--- config.mk ---
export PLATFORM = sky130hd
export DESIGN_NAME = k_nearest_bounded_max_heap_flat
export DESIGN_NICKNAME = d
export VERILOG_FILES = /design/src/hdl/knh_pkg.sv /design/src/hdl/knh_in_if.sv /design/src/hdl/knh_out_if.sv /design/src/hdl/knh_ram.sv /design/src/hdl/knh_store.sv /design/src/hdl/k_nearest_bounded_max_heap.sv /design/src/flat_wrapper.sv
export SDC_FILE = /design/constraint.sdc
export NUM_CORES = 2
export LEC_CHECK = 0
export BUFFER_PORTS_ARGS = -buffer_cell sky130_fd_sc_hd__buf_2
export CAP_MARGIN = 25
export CORE_ASPECT_RATIO = 0.7
export CORE_MARGIN = 4
export CORE_UTILIZATION = 55
export DETAILED_ROUTE_END_ITERATION = 10
export GPL_TIMING_DRIVEN = 0
export PLACE_DENSITY_LB_ADDON = 0.05
export SLEW_MARGIN = 20
export SYNTH_ARGS = -nofsm -noshare
export SYNTH_HDL_FRONTEND = slang
export SYNTH_SLANG_ARGS = --single-unit
--- constraint.sdc ---
create_clock -name clk -period 11.4 [get_ports clk]
set_input_delay 2.85 -clock clk [delete_from_list [all_inputs] [get_ports clk]]
set_output_delay 2.85 -clock clk [all_outputs]
set_load 0.03 [all_outputs]
--- src/hdl/knh_pkg.sv ---
package knh_pkg;

  localparam int MAX_NEIGHBORS_DEF = 16;
  localparam int ID_BITS_DEF       = 20;

  localparam int DIST_W  = 31;
  localparam int CNT_W   = 5;
  localparam int PADDR_W = 3;
  localparam int PDATA_W = 32;

  localparam logic [DIST_W-1:0] FAR_BITS = 31'd1900671690;
  localparam logic [CNT_W-1:0]  NEIGHBOR_COUNT_RESET = 5'd16;

  localparam logic REG_NEIGHBOR_COUNT = 1'b0;

  typedef struct packed {
    logic rd_en;
    logic wr_en;
    logic clear;
  } store_cmd_t;

endpackage

--- src/hdl/knh_in_if.sv ---
interface knh_in_if #(
  parameter int ID_BITS = knh_pkg::ID_BITS_DEF
);
  logic                       valid;
  logic                       ready;
  logic [ID_BITS-1:0]         candidate_id;
  logic [knh_pkg::DIST_W-1:0] distance;
  logic                       first;
  logic                       last;

  modport source (output valid, candidate_id, distance, first, last, input ready);
  modport sink (input valid, candidate_id, distance, first, last, output ready);
endinterface

--- src/hdl/knh_out_if.sv ---
interface knh_out_if #(
  parameter int ID_BITS = knh_pkg::ID_BITS_DEF
);
  logic                       valid;
  logic                       ready;
  logic                       accepted;
  logic                       is_entry;
  logic [ID_BITS-1:0]         entry_id;
  logic [knh_pkg::DIST_W-1:0] entry_distance;
  logic                       entry_new;
  logic                       last_of_run;

  modport source (
    output valid, accepted, is_entry, entry_id, entry_distance, entry_new, last_of_run,
    input ready
  );
  modport sink (
    input valid, accepted, is_entry, entry_id, entry_distance, entry_new, last_of_run,
    output ready
  );
endinterface

--- src/hdl/knh_ram.sv ---
module knh_ram #(
  parameter int WIDTH = 8,
  parameter int DEPTH = 2
) (
  input  logic                      clk,
  input  logic                      wr_en,
  input  logic [$clog2(DEPTH)-1:0]  wr_addr,
  input  logic [WIDTH-1:0]          wr_data,
  input  logic                      rd_en,
  input  logic [$clog2(DEPTH)-1:0]  rd_addr,
  output logic [WIDTH-1:0]          rd_data
);

  logic [WIDTH-1:0] mem [DEPTH];

  always_ff @(posedge clk) begin
    if (wr_en) begin
      mem[wr_addr] <= wr_data;
    end
    if (rd_en) begin
      rd_data <= mem[rd_addr];
    end
  end

endmodule

--- src/hdl/knh_store.sv ---
module knh_store #(
  parameter int MAX_NEIGHBORS = knh_pkg::MAX_NEIGHBORS_DEF,
  parameter int ID_BITS       = knh_pkg::ID_BITS_DEF,
  localparam int EW         = knh_pkg::DIST_W + ID_BITS + 1,
  localparam int SLOT_W     = (MAX_NEIGHBORS > 1) ? $clog2(MAX_NEIGHBORS) : 1,
  localparam int BANK_DEPTH = (MAX_NEIGHBORS > 2) ? (MAX_NEIGHBORS + 1) / 2 : 2,
  localparam int BI_W       = $clog2(BANK_DEPTH)
) (
  input  logic                clk,
  input  logic                rst,
  input  knh_pkg::store_cmd_t cmd,
  input  logic [BI_W-1:0]     rd_even_idx,
  input  logic [BI_W-1:0]     rd_odd_idx,
  input  logic [SLOT_W-1:0]   wr_slot,
  input  logic [EW-1:0]       wr_data,
  output logic [EW-1:0]       rd_even_data,
  output logic [EW-1:0]       rd_odd_data
);

  localparam logic [EW-1:0] EMPTY_ENTRY = {knh_pkg::FAR_BITS, {ID_BITS{1'b1}}, 1'b1};

  logic [BANK_DEPTH-1:0] valid_even;
  logic [BANK_DEPTH-1:0] valid_odd;
  logic                  ok_even;
  logic                  ok_odd;
  logic [SLOT_W:0]       wr_idx_w;
  logic [BI_W-1:0]       wr_idx;
  logic                  wr_even;
  logic                  wr_odd;
  logic [EW-1:0]         q_even;
  logic [EW-1:0]         q_odd;

  assign wr_idx_w = {1'b0, wr_slot} >> 1;
  assign wr_idx   = wr_idx_w[BI_W-1:0];
  assign wr_even  = cmd.wr_en && !wr_slot[0];
  assign wr_odd   = cmd.wr_en && wr_slot[0];

  knh_ram #(.WIDTH(EW), .DEPTH(BANK_DEPTH)) u_even (
    .clk     (clk),
    .wr_en   (wr_even),
    .wr_addr (wr_idx),
    .wr_data (wr_data),
    .rd_en   (cmd.rd_en),
    .rd_addr (rd_even_idx),
    .rd_data (q_even)
  );

  knh_ram #(.WIDTH(EW), .DEPTH(BANK_DEPTH)) u_odd (
    .clk     (clk),
    .wr_en   (wr_odd),
    .wr_addr (wr_idx),
    .wr_data (wr_data),
    .rd_en   (cmd.rd_en),
    .rd_addr (rd_odd_idx),
    .rd_data (q_odd)
  );

  always_ff @(posedge clk) begin
    if (rst || cmd.clear) begin
      valid_even <= '0;
      valid_odd  <= '0;
      ok_even    <= 1'b0;
      ok_odd     <= 1'b0;
    end else begin
      if (wr_even) begin
        valid_even[wr_idx] <= 1'b1;
      end
      if (wr_odd) begin
        valid_odd[wr_idx] <= 1'b1;
      end
      if (cmd.rd_en) begin
        ok_even <= valid_even[rd_even_idx];
        ok_odd  <= valid_odd[rd_odd_idx];
      end
    end
  end

  assign rd_even_data = ok_even ? q_even : EMPTY_ENTRY;
  assign rd_odd_data  = ok_odd ? q_odd : EMPTY_ENTRY;

endmodule

--- src/hdl/k_nearest_bounded_max_heap.sv ---
// Channel  Port    Dir  Payload
// offer    offer   in   candidate_id, distance, first, last
// result   result  out  accepted, is_entry, entry_id, entry_distance, entry_new, last_of_run
// config   APB     in   neighbor_count at byte address 0
//
// Transaction steps: accept, a duplicate scan over the k heap slots, a sift when the candidate
// is taken (at most floor(log2(k)) moves), the result, and a readout of all k slots when
// last is set; an empty id skips scan and sift. Each heap bank has a single read port:
// the duplicate scan reads two slots a cycle, the sift reads both children a cycle.
// Reset: synchronous; heap slots read as empty through cleared valid bits, k resets to 16.
// Stalls: one output register; a stalled result holds the sequencer in its result states,
// and offer ready stays low until the sequencer is back in idle.
module k_nearest_bounded_max_heap #(
  parameter int MAX_NEIGHBORS = knh_pkg::MAX_NEIGHBORS_DEF,
  parameter int ID_BITS       = knh_pkg::ID_BITS_DEF
) (
  input  logic                          clk,
  input  logic                          rst,
  knh_in_if.sink                        offer,
  knh_out_if.source                     result,
  input  logic                          psel,
  input  logic                          penable,
  input  logic                          pwrite,
  input  logic [knh_pkg::PADDR_W-1:0]   paddr,
  input  logic [knh_pkg::PDATA_W-1:0]   pwdata,
  output logic [knh_pkg::PDATA_W-1:0]   prdata,
  output logic                          pready
);

  localparam int DW         = knh_pkg::DIST_W;
  localparam int EW         = DW + ID_BITS + 1;
  localparam int SLOT_W     = (MAX_NEIGHBORS > 1) ? $clog2(MAX_NEIGHBORS) : 1;
  localparam int BANK_DEPTH = (MAX_NEIGHBORS > 2) ? (MAX_NEIGHBORS + 1) / 2 : 2;
  localparam int BI_W       = $clog2(BANK_DEPTH);
  localparam int K_W        = $clog2(MAX_NEIGHBORS + 1);
  localparam int CW         = ($clog2(MAX_NEIGHBORS + 1) + 2 > 6) ?
                              $clog2(MAX_NEIGHBORS + 1) + 2 : 6;
  localparam logic [ID_BITS-1:0] EMPTY_ID = {ID_BITS{1'b1}};

  localparam logic [2:0] S_IDLE    = 3'd0;
  localparam logic [2:0] S_SCAN    = 3'd1;
  localparam logic [2:0] S_SIFT    = 3'd2;
  localparam logic [2:0] S_RESULT  = 3'd3;
  localparam logic [2:0] S_RD_WAIT = 3'd4;

  logic [2:0]                state;
  logic [knh_pkg::CNT_W-1:0] neighbor_count;
  logic [ID_BITS-1:0]        cand_id;
  logic [DW-1:0]             cand_dist;
  logic                      last_q;
  logic [K_W-1:0]            k_reg;
  logic [BI_W-1:0]           scan_idx;
  logic                      root_rej;
  logic                      dup;
  logic [SLOT_W-1:0]         pos;
  logic                      took;
  logic [SLOT_W-1:0]         rd_slot;

  logic                      res_valid;
  logic                      res_accepted;
  logic                      res_is_entry;
  logic [ID_BITS-1:0]        res_id;
  logic [DW-1:0]             res_dist;
  logic                      res_new;
  logic                      res_last;

  knh_pkg::store_cmd_t       cmd;
  logic [BI_W-1:0]           rd_even_idx;
  logic [BI_W-1:0]           rd_odd_idx;
  logic [SLOT_W-1:0]         wr_slot;
  logic [EW-1:0]             wr_data;
  logic [EW-1:0]             even_q;
  logic [EW-1:0]             odd_q;

  logic                      accept;
  logic                      out_free;
  logic                      res_load;
  logic                      cfg_write;
  logic [CW-1:0]             nc_w;
  logic [CW-1:0]             k_w;
  logic [K_W-1:0]            k_eff;
  logic [CW-1:0]             k_c;

  logic [DW-1:0]             e_dist;
  logic [ID_BITS-1:0]        e_id;
  logic [DW-1:0]             o_dist;
  logic [ID_BITS-1:0]        o_id;

  logic                      odd_in;
  logic                      scan_done;
  logic                      root_now;
  logic                      dup_now;
  logic                      scan_rej;

  logic [CW-1:0]             lc;
  logic [CW-1:0]             rc;
  logic                      go_l;
  logic                      go_r;
  logic [CW-1:0]             sift_np;
  logic                      rd_last;

  knh_store #(.MAX_NEIGHBORS(MAX_NEIGHBORS), .ID_BITS(ID_BITS)) u_store (
    .clk          (clk),
    .rst          (rst),
    .cmd          (cmd),
    .rd_even_idx  (rd_even_idx),
    .rd_odd_idx   (rd_odd_idx),
    .wr_slot      (wr_slot),
    .wr_data      (wr_data),
    .rd_even_data (even_q),
    .rd_odd_data  (odd_q)
  );

  assign pready    = 1'b1;
  assign cfg_write = psel && penable && pwrite &&
                     (paddr[knh_pkg::PADDR_W-1] == knh_pkg::REG_NEIGHBOR_COUNT);
  assign prdata    = (paddr[knh_pkg::PADDR_W-1] == knh_pkg::REG_NEIGHBOR_COUNT) ?
                     knh_pkg::PDATA_W'(neighbor_count) : '0;

  assign nc_w  = CW'(neighbor_count);
  assign k_w   = (nc_w == '0) ? CW'(1) :
                 (nc_w > CW'(MAX_NEIGHBORS)) ? CW'(MAX_NEIGHBORS) : nc_w;
  assign k_eff = k_w[K_W-1:0];
  assign k_c   = CW'(k_reg);

  assign offer.ready = (state == S_IDLE);
  assign accept      = offer.valid && offer.ready;
  assign out_free    = !res_valid || result.ready;
  assign res_load    = out_free && ((state == S_RESULT) || (state == S_RD_WAIT));

  assign e_dist = even_q[EW-1 -: DW];
  assign e_id   = even_q[ID_BITS:1];
  assign o_dist = odd_q[EW-1 -: DW];
  assign o_id   = odd_q[ID_BITS:1];

  assign odd_in    = CW'({scan_idx, 1'b1}) < k_c;
  assign scan_done = CW'(scan_idx) == ((k_c - CW'(1)) >> 1);
  assign root_now  = (scan_idx == '0) ? (cand_dist >= e_dist) : root_rej;
  assign dup_now   = dup || (e_id == cand_id) || (odd_in && (o_id == cand_id));
  assign scan_rej  = root_now || dup_now;

  assign lc      = (CW'(pos) << 1) + CW'(1);
  assign rc      = lc + CW'(1);
  assign go_l    = (lc < k_c) && (o_dist > cand_dist);
  assign go_r    = (rc < k_c) && (e_dist > (go_l ? o_dist : cand_dist));
  assign sift_np = go_r ? rc : lc;
  assign rd_last = CW'(rd_slot) == (k_c - CW'(1));

  always_comb begin
    logic [CW-1:0] np;
    logic [CW-1:0] np_p1;
    logic [CW-1:0] rs_idx;
    logic          issue_children;
    cmd            = '0;
    rd_even_idx    = '0;
    rd_odd_idx     = '0;
    wr_slot        = pos;
    wr_data        = {cand_dist, cand_id, 1'b1};
    np             = '0;
    issue_children = 1'b0;
    rs_idx         = (CW'(rd_slot) + CW'(1)) >> 1;
    unique case (state)
      S_IDLE: begin
        if (accept) begin
          cmd.rd_en = 1'b1;
          cmd.clear = offer.first;
        end
      end
      S_SCAN: begin
        if (!scan_done) begin
          cmd.rd_en   = 1'b1;
          rd_even_idx = scan_idx + BI_W'(1);
          rd_odd_idx  = scan_idx + BI_W'(1);
        end else if (!scan_rej) begin
          issue_children = 1'b1;
        end
      end
      S_SIFT: begin
        cmd.wr_en = 1'b1;
        if (go_l || go_r) begin
          wr_data        = go_r ? even_q : odd_q;
          np             = sift_np;
          issue_children = 1'b1;
        end
      end
      S_RESULT: begin
        if (out_free && last_q) begin
          cmd.rd_en = 1'b1;
        end
      end
      S_RD_WAIT: begin
        if (out_free && !rd_last) begin
          cmd.rd_en   = 1'b1;
          rd_even_idx = rs_idx[BI_W-1:0];
          rd_odd_idx  = rs_idx[BI_W-1:0];
        end
      end
      default: begin
      end
    endcase
    np_p1 = np + CW'(1);
    if (issue_children) begin
      cmd.rd_en   = 1'b1;
      rd_odd_idx  = (((np << 1) + CW'(1)) < k_c) ? np[BI_W-1:0] : '0;
      rd_even_idx = (((np << 1) + CW'(2)) < k_c) ? np_p1[BI_W-1:0] : '0;
    end
  end

  always_ff @(posedge clk) begin
    if (rst) begin
      state          <= S_IDLE;
      neighbor_count <= knh_pkg::NEIGHBOR_COUNT_RESET;
      res_valid      <= 1'b0;
    end else begin
      if (cfg_write) begin
        neighbor_count <= pwdata[knh_pkg::CNT_W-1:0];
      end
      if (res_load) begin
        res_valid <= 1'b1;
      end else if (result.ready) begin
        res_valid <= 1'b0;
      end
      unique case (state)
        S_IDLE: begin
          if (accept) begin
            cand_id   <= offer.candidate_id;
            cand_dist <= offer.distance;
            last_q    <= offer.last;
            k_reg     <= k_eff;
            scan_idx  <= '0;
            root_rej  <= 1'b0;
            dup       <= 1'b0;
            took      <= 1'b0;
            state     <= (offer.candidate_id == EMPTY_ID) ? S_RESULT : S_SCAN;
          end
        end
        S_SCAN: begin
          if (!scan_done) begin
            scan_idx <= scan_idx + BI_W'(1);
            root_rej <= root_now;
            dup      <= dup_now;
          end else if (scan_rej) begin
            took  <= 1'b0;
            state <= S_RESULT;
          end else begin
            pos   <= '0;
            state <= S_SIFT;
          end
        end
        S_SIFT: begin
          if (go_l || go_r) begin
            pos <= sift_np[SLOT_W-1:0];
          end else begin
            took  <= 1'b1;
            state <= S_RESULT;
          end
        end
        S_RESULT: begin
          if (out_free) begin
            res_accepted <= took;
            res_is_entry <= 1'b0;
            res_id       <= '0;
            res_dist     <= '0;
            res_new      <= 1'b0;
            res_last     <= !last_q;
            rd_slot      <= '0;
            state        <= last_q ? S_RD_WAIT : S_IDLE;
          end
        end
        S_RD_WAIT: begin
          if (out_free) begin
            res_accepted <= 1'b0;
            res_is_entry <= 1'b1;
            res_id       <= rd_slot[0] ? o_id : e_id;
            res_dist     <= rd_slot[0] ? o_dist : e_dist;
            res_new      <= rd_slot[0] ? odd_q[0] : even_q[0];
            res_last     <= rd_last;
            if (rd_last) begin
              state <= S_IDLE;
            end else begin
              rd_slot <= rd_slot + SLOT_W'(1);
            end
          end
        end
        default: begin
          state <= S_IDLE;
        end
      endcase
    end
  end

  assign result.valid          = res_valid;
  assign result.accepted       = res_accepted;
  assign result.is_entry       = res_is_entry;
  assign result.entry_id       = res_id;
  assign result.entry_distance = res_dist;
  assign result.entry_new      = res_new;
  assign result.last_of_run    = res_last;

  a_empty_id_rejected: assert property (@(posedge clk) disable iff (rst)
    accept && (offer.candidate_id == EMPTY_ID) |=> (state == S_RESULT) && !took)
    else $error("empty id offer not rejected");

  a_entry_not_accepted: assert property (@(posedge clk) disable iff (rst)
    result.valid && result.is_entry |-> !result.accepted)
    else $error("heap entry transaction flagged as accepted");

  a_readout_in_range: assert property (@(posedge clk) disable iff (rst)
    state == S_RD_WAIT |-> CW'(rd_slot) < k_c)
    else $error("readout slot beyond neighbor count");

  a_write_only_in_sift: assert property (@(posedge clk) disable iff (rst)
    cmd.wr_en |-> (state == S_SIFT) && (CW'(pos) < k_c))
    else $error("heap write outside sift or beyond neighbor count");

endmodule

--- src/flat_wrapper.sv ---
// flat-port wrapper written by rule: the top's interface ports become plain ports
module k_nearest_bounded_max_heap_flat 
#(
  parameter int MAX_NEIGHBORS = knh_pkg::MAX_NEIGHBORS_DEF,
  parameter int ID_BITS       = knh_pkg::ID_BITS_DEF
)
  (clk, rst, psel, penable, pwrite, paddr, pwdata, prdata, pready, offer_valid, offer_candidate_id, offer_distance, offer_first, offer_last, offer_ready, result_valid, result_accepted, result_is_entry, result_entry_id, result_entry_distance, result_entry_new, result_last_of_run, result_ready);
  knh_in_if #(.ID_BITS(ID_BITS)) offer_i ();
  knh_out_if #(.ID_BITS(ID_BITS)) result_i ();
  input  logic clk;
  input  logic rst;
  input  logic psel;
  input  logic penable;
  input  logic pwrite;
  input  logic [knh_pkg::PADDR_W-1:0] paddr;
  input  logic [knh_pkg::PDATA_W-1:0] pwdata;
  output logic [knh_pkg::PDATA_W-1:0] prdata;
  output logic pready;
  input wire logic [$bits(offer_i.valid)-1:0] offer_valid;
  input wire logic [$bits(offer_i.candidate_id)-1:0] offer_candidate_id;
  input wire logic [$bits(offer_i.distance)-1:0] offer_distance;
  input wire logic [$bits(offer_i.first)-1:0] offer_first;
  input wire logic [$bits(offer_i.last)-1:0] offer_last;
  output wire logic [$bits(offer_i.ready)-1:0] offer_ready;
  output wire logic [$bits(result_i.valid)-1:0] result_valid;
  output wire logic [$bits(result_i.accepted)-1:0] result_accepted;
  output wire logic [$bits(result_i.is_entry)-1:0] result_is_entry;
  output wire logic [$bits(result_i.entry_id)-1:0] result_entry_id;
  output wire logic [$bits(result_i.entry_distance)-1:0] result_entry_distance;
  output wire logic [$bits(result_i.entry_new)-1:0] result_entry_new;
  output wire logic [$bits(result_i.last_of_run)-1:0] result_last_of_run;
  input wire logic [$bits(result_i.ready)-1:0] result_ready;
  assign offer_i.valid = offer_valid;
  assign offer_i.candidate_id = offer_candidate_id;
  assign offer_i.distance = offer_distance;
  assign offer_i.first = offer_first;
  assign offer_i.last = offer_last;
  assign offer_ready = offer_i.ready;
  assign result_valid = result_i.valid;
  assign result_accepted = result_i.accepted;
  assign result_is_entry = result_i.is_entry;
  assign result_entry_id = result_i.entry_id;
  assign result_entry_distance = result_i.entry_distance;
  assign result_entry_new = result_i.entry_new;
  assign result_last_of_run = result_i.last_of_run;
  assign result_i.ready = result_ready;
  k_nearest_bounded_max_heap #(.MAX_NEIGHBORS(MAX_NEIGHBORS), .ID_BITS(ID_BITS)) u_core (.clk(clk), .rst(rst), .offer(offer_i), .result(result_i), .psel(psel), .penable(penable), .pwrite(pwrite), .paddr(paddr), .pwdata(pwdata), .prdata(prdata), .pready(pready));
endmodule
==> reports/metrics.yaml <==
clock_tree:
  h-tree-depth: 3
  cts_buffer_depth: 3
  cts_hold_buf: 0
  clock-sinks: 1089
  cts_inserted_buffers: 100
  cts_root_buffer: "clkbuf_16"
  clkTransAtPathRegs_ns: 0.07
  cts_tree: "yes"
  worst_skew_pair.late_latency_ns: 0.72
detailed_routing:
  drt_first_pass_iters: 6
  wirelength_microns: 142000
  wl_per_cell_microns: 28.3
  initialDrtViolationCount: 3980
  drc: 0
  viasPerCell: 6.11
  ant_nets: 0
  num_vias: 30531
global_route:
  overflow: 0
  grt_pass1_vias: 29390
  grt_util_all_layers_pct: 30.2
  grt_max_degree: 42
  antenna_found_initial: 6
  grt_pass1_wl_microns: 203000
worst_setup_path:
  cp_slowest_cell: "nor4_4"
  required_ns: 11.82
  critPathLaunchType: "register"
  cpPeakStageDelay_ns: 0.58
  cp_max_fo: 10
  end_kind: "register"
  cp.arrival_ns: 11.32
  critPathMostFrequentCell: "ha_1"
  critical_path_class: "register to register"
die:
  core-area_sq_um: 86700
  die_h_microns: 256
  die_area_sq_um: 92800
  initial_utilization_pct: 55.8
  io_pins: 185
  rows: 90
  die_w_microns: 362
logic_synthesis:
  synth_cells: 3389
  yosysTopAreaCell: "edfxtp_1"
  synth_top_area_share_pct: 66.0
  synth-seq-area-share_pct: 67.1
  yosysWarningCount: 0
  netlist_top_cells_count: "edfxtp_1, mux2i_1, nand2_1"
  syn_area_sq_um: 48300
  synthFlopType: "edfxtp_1"
  yosysMostFrequentCell: "edfxtp_1"
  synthArstFlopShare_pct: 0
  yosysUniqueCellTypes: 74
  synth_seq_cells: 1089
  synthTopCellsByArea: "edfxtp_1, mux2i_1, ha_1, mux2_2, nand2_1"
  synth_edf_count: 1062
  synth.avg_cell_area_sq_um: 14.3
cells_and_area:
  fillers: 6380
  syn_to_final_growth_pct: 15.2
  nNetsFinal: 3975
  final-instance-count-excl-fill: 4999
  reg_top3: "u_core.u_store.u_even.mem x416, u_core.u_store.u_odd.mem x416"
  drive_gt1_share_pct: 17.7
  fin_area_sq_um: 55700
place:
  place_ws_ns: -2.70
  hpwl_microns: 102000
  dpl_cell_area_sq_um: 52200
  io_buffers: 127
  dp_cells: 4810
  routabilityCongestion: 0.944
timing:
  tightestPinTransition_ns: 1.08
  rsz0062_at_grt: "no"
  slew_headroom_pct: 28.0
  finalClockSkew_ns: 0.0407
  fin_crit_sh_pct: 95.6
  setup_slack_ns: 0.497
  clock.fmax_ghz: 0.0917
  setup_viol: 0
  timing.final.hold_violations: 0
  fin_crit_ns: 10.90
  slew_violations: 0
power:
  p_comb_share_pct: 31.9
  internal_power_mw: 8.45
  p_sw_mw: 4.61
  p_sw_share_pct: 35.3
  p_clk_share_pct: 26.4
  pwr-share-seq_pct: 41.7
  p_per_area_nw_per_um2: 234
  p_leak_nw: 20.1
  peakVddDrop_uv: 179
outcome:
  status: "finished clean"
min_path:
  hp-class: "register to register"
job:
  maxCapViolations: 0
cell families (layout without fill, tap and decap cells):
family / count (synthesis) / after routing / synth area share [%]
adders and majority gates: 118 / 118 / 3.03
muxes: 596 / 596 / 12.7
DFF: 1089 / 1089 / 67.1
AOI/OAI and AO/OA: 547 / 547 / 6.88
buffers and inverters: 303 / 735 / 2.89
other: 2 / 30 / 0.0155
xor gates and xnor gates: 40 / 40 / 0.725
and+or+nand+nor: 694 / 694 / 6.62
worst paths after layout:
kind	from	to	slack, ns	cells past startpoint
min reg2reg	u_core.u_store.valid_odd[6]	u_core.u_store.valid_odd[6]	0.47	1
max	u_core.u_store.ok_odd	u_core.u_store.u_even.rd_data[40]	0.50	40
min	u_core.u_store.valid_odd[6]	u_core.u_store.valid_odd[6]	0.47	1
max reg2reg	u_core.u_store.ok_odd	u_core.u_store.u_even.rd_data[40]	0.50	40
layer usage:
layer / up-vias / GRT usage (%) / wire length, microns
met3: 231 / 8.23 / 15600
li1: 13487 / - / -
met4: 2 / 7.64 / 3580
met2: 1578 / 43.2 / 60300
met5: - / 0 / 9
met1: 15233 / 45.8 / 62100
power by group through the flow:
stage	clock network [mW]	logic, mW	registers, mW
6_report	3.45	4.16	5.45
5_1_grt	3.67	4.43	5.45
4_1_cts	3.49	4.09	5.42
3_5_place_dp	0	4.05	5.50
3_3_place_gp	0	3.78	5.58
2_1_floorplan	0	2.50	5.36
worst max-delay path, delay by kind of cell (launching register included):
| kind | cells | cell delay [ns] |
|---|---|---|
| simple gates | 8 | 1.79 |
| compound gates | 11 | 2.64 |
| flops | 1 | 0.33 |
| fa+ha+maj | 5 | 1.55 |
| mux | 4 | 0.87 |
| buf+inv | 12 | 3.35 |
cells in the final DEF (no fill, tap or decap), drive strengths merged, types with 7 or more instances in the layout:
master and count:
nor2b 33, o21a 24, nand4 25, nand4bb 10, edfxtp 1062, ha 114
bufinv 13, nor3 34, a31oi 12, mux2i 439, nand2b 65, inv 99
a211oi 29, o31ai 12, a22oi 7, nor2 177, conb 28, xnor2 16
mux2 157, nand3 28, clkbuf 203, o21ai 226, a21o 18, dfxtp 27
a32oi 8, buf 372, and2 18, xor2 24, a21oi 112, a2111oi 9
clkinv 43, nand2 280, o211ai 58
metrics by stage:
stage                     setup TNS [ns]  hold WS (ns)  power (mW)  util (%)
final                                  0         0.471        13.1      64.3
after global routing                   0         0.480        13.6      64.2
after CTS                              0         0.468        13.0      64.2
after detailed placement         -247.91         0.453        9.55      60.2
after global placement          -1546.57         0.441        9.37      58.3
after floorplan                        0         0.433        7.86         -
layout make-up:
type | instances | area (sq um) | share of cell area [%]
plain buffers | 209 | 1070 | 1.92
inverters | 92 | 345 | 0.620
well taps | 1150 | 1440 | 2.58
clock buffers | 115 | 2560 | 4.59
flip-flops and latches | 1089 | 32400 | 58.2
multi-input cells | 2023 | 14900 | 26.7
clock inverters | 68 | 800 | 1.44
repair buffers | 251 | 2200 | 3.94
diodes | 2 | 5.00 | 0.00898
timing repair:
item,4_1_cts,5_1_grt
endpoints found under the setup margin,403,105
setup buffers,0,5
gates resized for setup,21,5
gates cloned,0,0
endpoints found under the hold margin,0,0
pin swaps,0,1
Power figures use the tool's default switching activity.
